<file path="src/sv/sm_pkg.sv">
// Shared widths, defaults and exp tables for the softmax normalizer.
package sm_pkg;

	localparam int SCORE_W   = 16;
	localparam int PROB_W    = 16;
	localparam int EXP_W     = 28;
	localparam int TOTAL_W   = 34;
	localparam int FRAC_W    = 18;
	localparam int INTP_W    = 31;
	localparam int MAX_LEN_D = 64;

	// Fractional exp, round(e^(k/16) * 2^16), Q2.16
	function automatic logic [FRAC_W-1:0] frac_lut(input logic [4:0] k);
		logic [FRAC_W-1:0] v;
		case (k)
			5'd0:    v = 18'd65536;
			5'd1:    v = 18'd69763;
			5'd2:    v = 18'd74262;
			5'd3:    v = 18'd79052;
			5'd4:    v = 18'd84150;
			5'd5:    v = 18'd89577;
			5'd6:    v = 18'd95354;
			5'd7:    v = 18'd101504;
			5'd8:    v = 18'd108051;
			5'd9:    v = 18'd115019;
			5'd10:   v = 18'd122437;
			5'd11:   v = 18'd130334;
			5'd12:   v = 18'd138740;
			5'd13:   v = 18'd147688;
			5'd14:   v = 18'd157213;
			5'd15:   v = 18'd167352;
			5'd16:   v = 18'd178145;
			default: v = 18'd0;
		endcase
		return v;
	endfunction

	// Integer exp, round(e^n * 2^20) for n = -8..7, indexed by n + 8
	function automatic logic [INTP_W-1:0] intp_lut(input logic [3:0] k);
		logic [INTP_W-1:0] v;
		case (k)
			4'd0:    v = 31'd352;
			4'd1:    v = 31'd956;
			4'd2:    v = 31'd2599;
			4'd3:    v = 31'd7065;
			4'd4:    v = 31'd19205;
			4'd5:    v = 31'd52206;
			4'd6:    v = 31'd141909;
			4'd7:    v = 31'd385750;
			4'd8:    v = 31'd1048576;
			4'd9:    v = 31'd2850325;
			4'd10:   v = 31'd7747987;
			4'd11:   v = 31'd21061212;
			4'd12:   v = 31'd57250310;
			4'd13:   v = 31'd155622477;
			4'd14:   v = 31'd423025751;
			default: v = 31'd1149903211;
		endcase
		return v;
	endfunction

endpackage

</file>
<file path="src/sv/softmax_normalizer_top.sv">
// Softmax normalizer top: exp store, running total and emission sequencer.
// Usage:
//  Scores enter on the input channel (score, last_in) one transaction per
//  cycle while the block is loading. Each score passes a two-stage exp unit
//  and its result is written to the exp RAM and added to the running total.
//  A score with last_in set, or the MAX_LEN-th score, closes the vector; the
//  input then stalls until the last probability enters the output register.
//  Emission: once the exp pipeline has drained, each stored exp is
//  read from the RAM (a read, then a read wait) and divided by the total
//  in a bit-serial divider (17 steps), then loaded into the output
//  register; the next exp is read only once that result is loaded. The
//  probabilities leave in arrival order, last_out set on the final one.
//  Loading throughput is one score per cycle while in_stall is low.
//  The result sits in an output register; while out_stall is high it holds,
//  and the next division proceeds underneath it.
//  Reset clears the total, the counters and the sequencer; the RAM needs no
//  clearing since only entries of the current vector are read.
module softmax_normalizer_top #(
	parameter int MAX_LEN = sm_pkg::MAX_LEN_D
) (
	input  logic                       clk,
	input  logic                       arst_n,
	input  logic                       in_valid,
	output logic                       in_stall,
	input  logic [sm_pkg::SCORE_W-1:0] score,
	input  logic                       last_in,
	output logic                       out_valid,
	input  logic                       out_stall,
	output logic [sm_pkg::PROB_W-1:0]  probability,
	output logic                       last_out
);
	import sm_pkg::*;

	localparam int AW = $clog2(MAX_LEN);

	typedef enum logic [2:0] {
		ST_LOAD, ST_DRAIN, ST_READ, ST_RWAIT, ST_DIV, ST_OUT
	} state_t;

	state_t             state_q;
	logic [AW-1:0]      cnt_q;
	logic [AW-1:0]      last_idx_q;
	logic [AW-1:0]      wptr_q;
	logic [AW-1:0]      rd_idx_q;
	logic [TOTAL_W-1:0] total_q;
	logic               in_acc;
	logic               exp_valid;
	logic [EXP_W-1:0]   exp_val;
	logic [EXP_W-1:0]   rdata;
	logic               div_start;
	logic               div_busy;
	logic [PROB_W-1:0]  div_quot;
	logic               out_free;
	logic               out_load;
	logic               out_valid_q;
	logic [PROB_W-1:0]  prob_q;
	logic               last_q;
	logic               exp_pipe_q;

	assign in_stall  = state_q != ST_LOAD;
	assign in_acc    = in_valid && !in_stall;
	assign div_start = state_q == ST_RWAIT;
	assign out_free  = !out_valid_q || !out_stall;
	assign out_load  = state_q == ST_OUT && out_free;

	sm_exp u_exp (
		.clk       (clk),
		.arst_n    (arst_n),
		.valid_in  (in_acc),
		.score     (score),
		.valid_out (exp_valid),
		.exp_val   (exp_val)
	);

	sm_ram #(.WIDTH(EXP_W), .DEPTH(MAX_LEN)) u_ram (
		.clk   (clk),
		.we    (exp_valid),
		.waddr (wptr_q),
		.wdata (exp_val),
		.re    (state_q == ST_READ),
		.raddr (rd_idx_q),
		.rdata (rdata)
	);

	sm_div u_div (
		.clk    (clk),
		.arst_n (arst_n),
		.start  (div_start),
		.value  (rdata),
		.total  (total_q),
		.busy   (div_busy),
		.quot   (div_quot)
	);

	// Exp pipeline still holds an item past its first stage
	function automatic logic u_exp_busy();
		return exp_pipe_q;
	endfunction

	always_ff @(posedge clk or negedge arst_n) begin
		if (!arst_n) begin
			exp_pipe_q <= 1'b0;
		end else begin
			exp_pipe_q <= in_acc;
		end
	end

	// Sequence load, drain and emission
	always_ff @(posedge clk or negedge arst_n) begin
		if (!arst_n) begin
			state_q     <= ST_LOAD;
			cnt_q       <= '0;
			last_idx_q  <= '0;
			wptr_q      <= '0;
			rd_idx_q    <= '0;
			total_q     <= '0;
			out_valid_q <= 1'b0;
		end else begin
			if (out_valid_q && !out_stall && !out_load) begin
				out_valid_q <= 1'b0;
			end
			if (exp_valid) begin
				wptr_q  <= wptr_q + 1'b1;
				total_q <= total_q + TOTAL_W'(exp_val);
			end
			case (state_q)
				ST_LOAD: begin
					if (in_acc) begin
						cnt_q <= cnt_q + 1'b1;
						if (last_in || cnt_q == AW'(MAX_LEN - 1)) begin
							last_idx_q <= cnt_q;
							state_q    <= ST_DRAIN;
						end
					end
				end
				ST_DRAIN: begin
					if (!exp_valid && !u_exp_busy()) begin
						rd_idx_q <= '0;
						state_q  <= ST_READ;
					end
				end
				ST_READ:  state_q <= ST_RWAIT;
				ST_RWAIT: state_q <= ST_DIV;
				ST_DIV: begin
					if (!div_busy) begin
						state_q <= ST_OUT;
					end
				end
				ST_OUT: begin
					if (out_free) begin
						out_valid_q <= 1'b1;
						if (rd_idx_q == last_idx_q) begin
							cnt_q   <= '0;
							wptr_q  <= '0;
							total_q <= '0;
							state_q <= ST_LOAD;
						end else begin
							rd_idx_q <= rd_idx_q + 1'b1;
							state_q  <= ST_READ;
						end
					end
				end
				default: state_q <= ST_LOAD;
			endcase
		end
	end

	// Output payload register
	always_ff @(posedge clk) begin
		if (out_load) begin
			prob_q <= div_quot;
			last_q <= rd_idx_q == last_idx_q;
		end
	end

	assign out_valid   = out_valid_q;
	assign probability = prob_q;
	assign last_out    = last_q;

	// Checks
	a_no_write_in_emit: assert property (@(posedge clk) disable iff (!arst_n)
		exp_valid |-> (state_q == ST_LOAD || state_q == ST_DRAIN))
		else $error("exp write during emission");
	a_total_cleared: assert property (@(posedge clk) disable iff (!arst_n)
		(out_load && rd_idx_q == last_idx_q) |=> total_q == '0)
		else $error("total not cleared after vector");
	a_div_idle_start: assert property (@(posedge clk) disable iff (!arst_n)
		div_start |-> !div_busy)
		else $error("divider restarted while busy");

endmodule

</file>
<file path="src/sv/sm_ram.sv">
// Generic single-port-write, single-port-read RAM with registered read.
module sm_ram #(
	parameter int WIDTH = 8,
	parameter int DEPTH = 16
) (
	input  logic                     clk,
	input  logic                     we,
	input  logic [$clog2(DEPTH)-1:0] waddr,
	input  logic [WIDTH-1:0]         wdata,
	input  logic                     re,
	input  logic [$clog2(DEPTH)-1:0] raddr,
	output logic [WIDTH-1:0]         rdata
);

	logic [WIDTH-1:0] mem [DEPTH];

	// Write and registered read
	always_ff @(posedge clk) begin
		if (we) begin
			mem[waddr] <= wdata;
		end
		if (re) begin
			rdata <= mem[raddr];
		end
	end

endmodule

</file>
<file path="src/sv/sm_exp.sv">
// Two-stage fixed-point exp: table interpolation, then integer-power scaling.
module sm_exp (
	input  logic                       clk,
	input  logic                       arst_n,
	input  logic                       valid_in,
	input  logic [sm_pkg::SCORE_W-1:0] score,
	output logic                       valid_out,
	output logic [sm_pkg::EXP_W-1:0]   exp_val
);
	import sm_pkg::*;

	logic [3:0]        seg;
	logic [7:0]        rem;
	logic [FRAC_W-1:0] frac_lo;
	logic [FRAC_W-1:0] frac_hi;
	logic [13:0]       diff;
	logic [21:0]       slope;
	logic [FRAC_W-1:0] mant;
	logic              valid_s1;
	logic [FRAC_W-1:0] mant_s1;
	logic [3:0]        idx_s1;
	logic [48:0]       prod;
	logic [28:0]       rnd;
	logic              valid_s2;
	logic [EXP_W-1:0]  exp_s2;

	// Interpolate within the fractional table
	assign seg     = score[11:8];
	assign rem     = score[7:0];
	assign frac_lo = frac_lut({1'b0, seg});
	assign frac_hi = frac_lut({1'b0, seg} + 5'd1);
	assign diff    = 14'(frac_hi - frac_lo);
	assign slope   = diff * rem;
	assign mant    = frac_lo + FRAC_W'((23'(slope) + 23'd128) >> 8);

	// Scale by e^n, round and saturate
	assign prod = 49'(mant_s1) * 49'(intp_lut(idx_s1));
	assign rnd  = 29'((prod + 49'(1 << 19)) >> 20);

	always_ff @(posedge clk or negedge arst_n) begin
		if (!arst_n) begin
			valid_s1 <= 1'b0;
			valid_s2 <= 1'b0;
		end else begin
			valid_s1 <= valid_in;
			valid_s2 <= valid_s1;
		end
	end

	always_ff @(posedge clk) begin
		mant_s1 <= mant;
		idx_s1  <= {~score[15], score[14:12]};
		exp_s2  <= rnd[28] ? {EXP_W{1'b1}} : rnd[EXP_W-1:0];
	end

	assign valid_out = valid_s2;
	assign exp_val   = exp_s2;

endmodule

</file>
<file path="src/sv/sm_div.sv">
// Restoring divider: (value << 16) / total, one quotient bit per cycle.
module sm_div (
	input  logic                       clk,
	input  logic                       arst_n,
	input  logic                       start,
	input  logic [sm_pkg::EXP_W-1:0]   value,
	input  logic [sm_pkg::TOTAL_W-1:0] total,
	output logic                       busy,
	output logic [sm_pkg::PROB_W-1:0]  quot
);
	import sm_pkg::*;

	localparam int STEPS = PROB_W + 1;

	logic [TOTAL_W:0]             rem_q;
	logic [TOTAL_W-1:0]           div_q;
	logic [PROB_W:0]              quot_q;
	logic [$clog2(STEPS+1)-1:0]   cnt_q;
	logic                         zero_q;
	logic                         ge;
	logic [TOTAL_W:0]             diffr;

	assign ge    = rem_q >= {1'b0, div_q};
	assign diffr = ge ? rem_q - {1'b0, div_q} : rem_q;

	// Count down the steps
	always_ff @(posedge clk or negedge arst_n) begin
		if (!arst_n) begin
			cnt_q <= '0;
		end else if (start) begin
			cnt_q <= ($clog2(STEPS+1))'(STEPS);
		end else if (cnt_q != '0) begin
			cnt_q <= cnt_q - 1'b1;
		end
	end

	// Compare, subtract, shift
	always_ff @(posedge clk) begin
		if (start) begin
			rem_q  <= (TOTAL_W+1)'(value);
			div_q  <= total;
			quot_q <= '0;
			zero_q <= total == '0;
		end else if (cnt_q != '0) begin
			rem_q  <= {diffr[TOTAL_W-1:0], 1'b0};
			quot_q <= {quot_q[PROB_W-1:0], ge};
		end
	end

	assign busy = cnt_q != '0;
	assign quot = zero_q ? '0 : (quot_q[PROB_W] ? {PROB_W{1'b1}} : quot_q[PROB_W-1:0]);

endmodule

</file>
<file path="config.mk">
export PLATFORM = sky130hd
export DESIGN_NAME = softmax_normalizer_top
export DESIGN_NICKNAME = d
export VERILOG_FILES = /design/src/sv/sm_pkg.sv /design/src/sv/softmax_normalizer_top.sv /design/src/sv/sm_ram.sv /design/src/sv/sm_exp.sv /design/src/sv/sm_div.sv
export SDC_FILE = /design/constraint.sdc
export NUM_CORES = 2
export LEC_CHECK = 0
export BUFFER_PORTS_ARGS = -buffer_cell sky130_fd_sc_hd__buf_4
export CAP_MARGIN = 30
export CORE_MARGIN = 2
export CORE_UTILIZATION = 66
export CTS_BUF_LIST = sky130_fd_sc_hd__clkbuf_8
export CTS_CLUSTER_DIAMETER = 30
export DETAILED_ROUTE_END_ITERATION = 8
export GPL_TIMING_DRIVEN = 0
export PLACE_DENSITY = 0.82
export SETUP_SLACK_MARGIN = 0.5
export SLEW_MARGIN = 10
export SYNTH_ARGS = -nofsm -noshare
export SYNTH_HDL_FRONTEND = slang
export SYNTH_HIERARCHICAL = 1
export SYNTH_SLANG_ARGS = --single-unit
</file>
<file path="constraint.sdc">
create_clock -name clk -period 10.5 [get_ports clk]
set_clock_uncertainty 0.1 [all_clocks]
set_input_delay 2.1 -clock clk [delete_from_list [all_inputs] [get_ports clk]]
set_output_delay 2.1 -clock clk [all_outputs]
set_load 0.02 [all_outputs]
</file>
==> metrics <==
Die Area=0.162 mm^2; Rel. slew slack=12.7%; DR vias=slightly below 70000; Post-DRT Antenna Nets=0; clk buf depth=4; post-synthesis mux area share=10.6%; Non-Filler Instances=10000; WHS Endpoint=u_exp/valid_out; CP Capture Type=flop; largest family of logic cells by synthesized area=adder cells; Yosys Warn Count=6; startpoint types=primary input; compound-cell area share of the yosys netlist=5.77%; Hold Crit Class=flop to flop; gp weighted congestion=1.00; worst hold stages=0; Final Setup Violations=0; Simple-Gate Fraction of Synth Area=6.79%; predominant post-synthesis flop cell=edfxtp_1; post-layout util=75.4%; HPWL Detailed=203000 um; syn nets=7948; Num CTS Buffers=384; Synth Register Bits=2068; Remaining DRCs=0; drt first pass iters=9; Async SR Flop Fraction=under 10%; status=completed; latest clock arrival within the worst-skew pair=1.09 ns; H-tree depth=5; RSZ-0062 raised after global routing=true; Mapped Area=~0.10 mm^2; fmax=0.0999 GHz; Post-synth EDFFs=1900; port bufs=38; Root Driver=clkbuf_8; vias in the first global route=70200; worst reg2reg startpoint=u_exp/mant_s1[4]; die height=402 um; Tmin final=10.01 ns; Clock Sinks=2068; gr usage total=39.1%; post-DR wirelength/cell=roughly 32 um; Worst R2R Setup Slack=1.02 ns; P&R area growth vs syn=13.9%; Distinct cells, synth=approximately 100; Max-Cap Viols=0; Hold Slack=0.255 ns; Reg area=0.0608 mm^2; Post-Synth Adder-Cell Area=13.8%; worst-path maximum fanout=6; nets=about 8500; core area=0.158 mm^2; hold_buf cts=0; # placed instances=9290; Iter 0 DRT Violations=10500; Final Max Tran Viols=0; HP Start=u_exp/valid_s1; Setup TNS=0 ns; Final Hold Fails=0; Die Span X=about 400 um; fillcell total=8582; total grt overflow=0; Worst-Margin Slew=1.30 ns; Final Cycle Share=95.4%; Crit Path Category=primary input to flop; final WL=between 300000 and 400000 um; starting density of the core=66.2%; WP data required=11.25 ns; multi-input logic area=0.0409 mm^2; clk slew on worst S/H paths=0.06 ns; share of layout cells above drive strength 1=20.0%; worst reg2reg path depth=25; sequential area share after synthesis=58.0%; Mapped Cells=7087; CP max stage delay=0.55 ns; maximum number of pins on one net before global-route repair=71; first-pass GRT wire length=~460000 um; initial antenna violation count=18; slowest cell on the critical path=fa_1; row cnt=146; crit path DAT=10.77 ns; post-DR vias/cell=about 6.9; syn avg cell area=14.8 um^2; Top Ports=40; worst r2r dst=u_exp/exp_val[27]; XOR/XNOR Fraction of Synth Area=1.04%; CTS tree=yes
## synthesized netlist by cell type (21+ instances only)
library cell | n | area (um^2)
inv_1 | 657 | 2470
nor4_1 | 25 | 156
nand3_1 | 66 | 330
nor2b_1 | 54 | 338
o22ai_1 | 116 | 726
xor2_1 | 50 | 438
o211ai_1 | 23 | 173
a22o_1 | 21 | 184
buf_2 | 59 | 295
a31oi_1 | 40 | 250
nand4_1 | 38 | 238
nand2b_1 | 33 | 206
and2_1 | 253 | 1580
edfxtp_1 | 1900 | 57100
mux2i_1 | 141 | 1410
mux4_2 | 368 | 8290
o21ai_0 | 161 | 806
mux2_2 | 121 | 1360
xnor2_1 | 73 | 639
and3_1 | 28 | 175
a21oi_1 | 183 | 916
dfxtp_1 | 98 | 1960
nand2_1 | 568 | 2130
a22oi_1 | 33 | 248
clkbuf_1 | 243 | 912
o22a_1 | 23 | 201
a21o_1 | 79 | 593
o21a_1 | 22 | 165
a211oi_1 | 31 | 233
buf_4 | 53 | 398
dfrtp_1 | 70 | 1750
fa_1 | 521 | 10400
nor2_1 | 291 | 1090
nor3_1 | 60 | 300
ha_1 | 319 | 3990
## through the flow
step	setup WS (ns)	area [um^2]
after floorplan	0.425	105000
final	0.486	119000
after global placement	-1.36	108000
after detailed placement	-1.37	110000
after CTS	0.500	118000
after global routing	0.239	119000
## layout make-up
class                      instances  share of cell area [%]
antenna                           19                  0.0399
buffer                           374                    1.48
clock buffer                     397                    4.58
clock inverter                   282                    2.08
inverter                         660                    2.09
multi-input combinational       3985                    34.3
sequential                      2068                    51.1
tap                             2072                    2.18
timing repair buffer             180                    2.18
## cell usage in the layout (no fill, tap or decap), drive strengths merged, types with 121 or more instances in the layout
cell type	instances
clkbuf	642
o21ai	172
fa	521
and2	253
nor2	292
clkinv	125
edfxtp	1900
a21oi	183
nand2	568
ha	319
inv	739
buf	309
mux4	368
mux2i	141
mux2	121
## kinds of logic after synthesis
logic type      after synthesis
xor+xnor                    124
simple gates               1489
mux                         630
compound gates              902
flops                      2068
buf+inv                    1034
fa+ha+maj                   840
## timing repair
item	4_1_cts	5_1_grt
setup endpoints to repair	11	8
cloned	0	1
resized for setup	38	74
endpoints found under the hold margin	0	0
pin swaps	10	33
setup buffers	8	27
## registers in the layout (all words and copies together) (netlist names), 3 cells and up, named ones only
signal	cells
u_ram/mem	1792
u_div/rem_q	35
total_q	34
u_div/div_q	34
u_exp/exp_val	28
u_ram/rdata	28
u_exp/mant_s1	18
u_div/quot_q	17
probability	16
cnt_q	6
last_idx_q	6
rd_idx_q	6
wptr_q	6
u_div/cnt_q	5
state_q	3
## worst max path at each step
stage | from | endpoint | slack, ns | depth (start not counted)
floorplan | score[9] | u_exp/mant_s1[17] | 0.43 | 41
global placement | score[10] | u_exp/mant_s1[17] | -1.36 | 39
detailed placement | score[10] | u_exp/mant_s1[17] | -1.37 | 39
CTS | score[8] | u_exp/mant_s1[16] | 0.50 | 43
global route | score[10] | u_exp/mant_s1[17] | 0.24 | 44
finish | score[9] | u_exp/mant_s1[17] | 0.49 | 44
## worst max-delay path: cells and delay by family
kind	cells	cell delay (ns)
simple gates	7	1.39
xor+xnor	2	0.33
buf+inv	7	0.47
fa+ha+maj	9	3.17
compound gates	19	3.27
## layer usage
layer	global-route usage [%]	share of wire [%]	up-vias
li1	-	-	27200
met1	48.0	32	34100
met2	61.0	46	6467
met3	11.4	14	1626
met4	25.4	8.4	10
met5	0.357	0.032	-
Power is not shown: default switching activity piles up to over one toggle a cycle in this logic, so the estimate is an artifact.
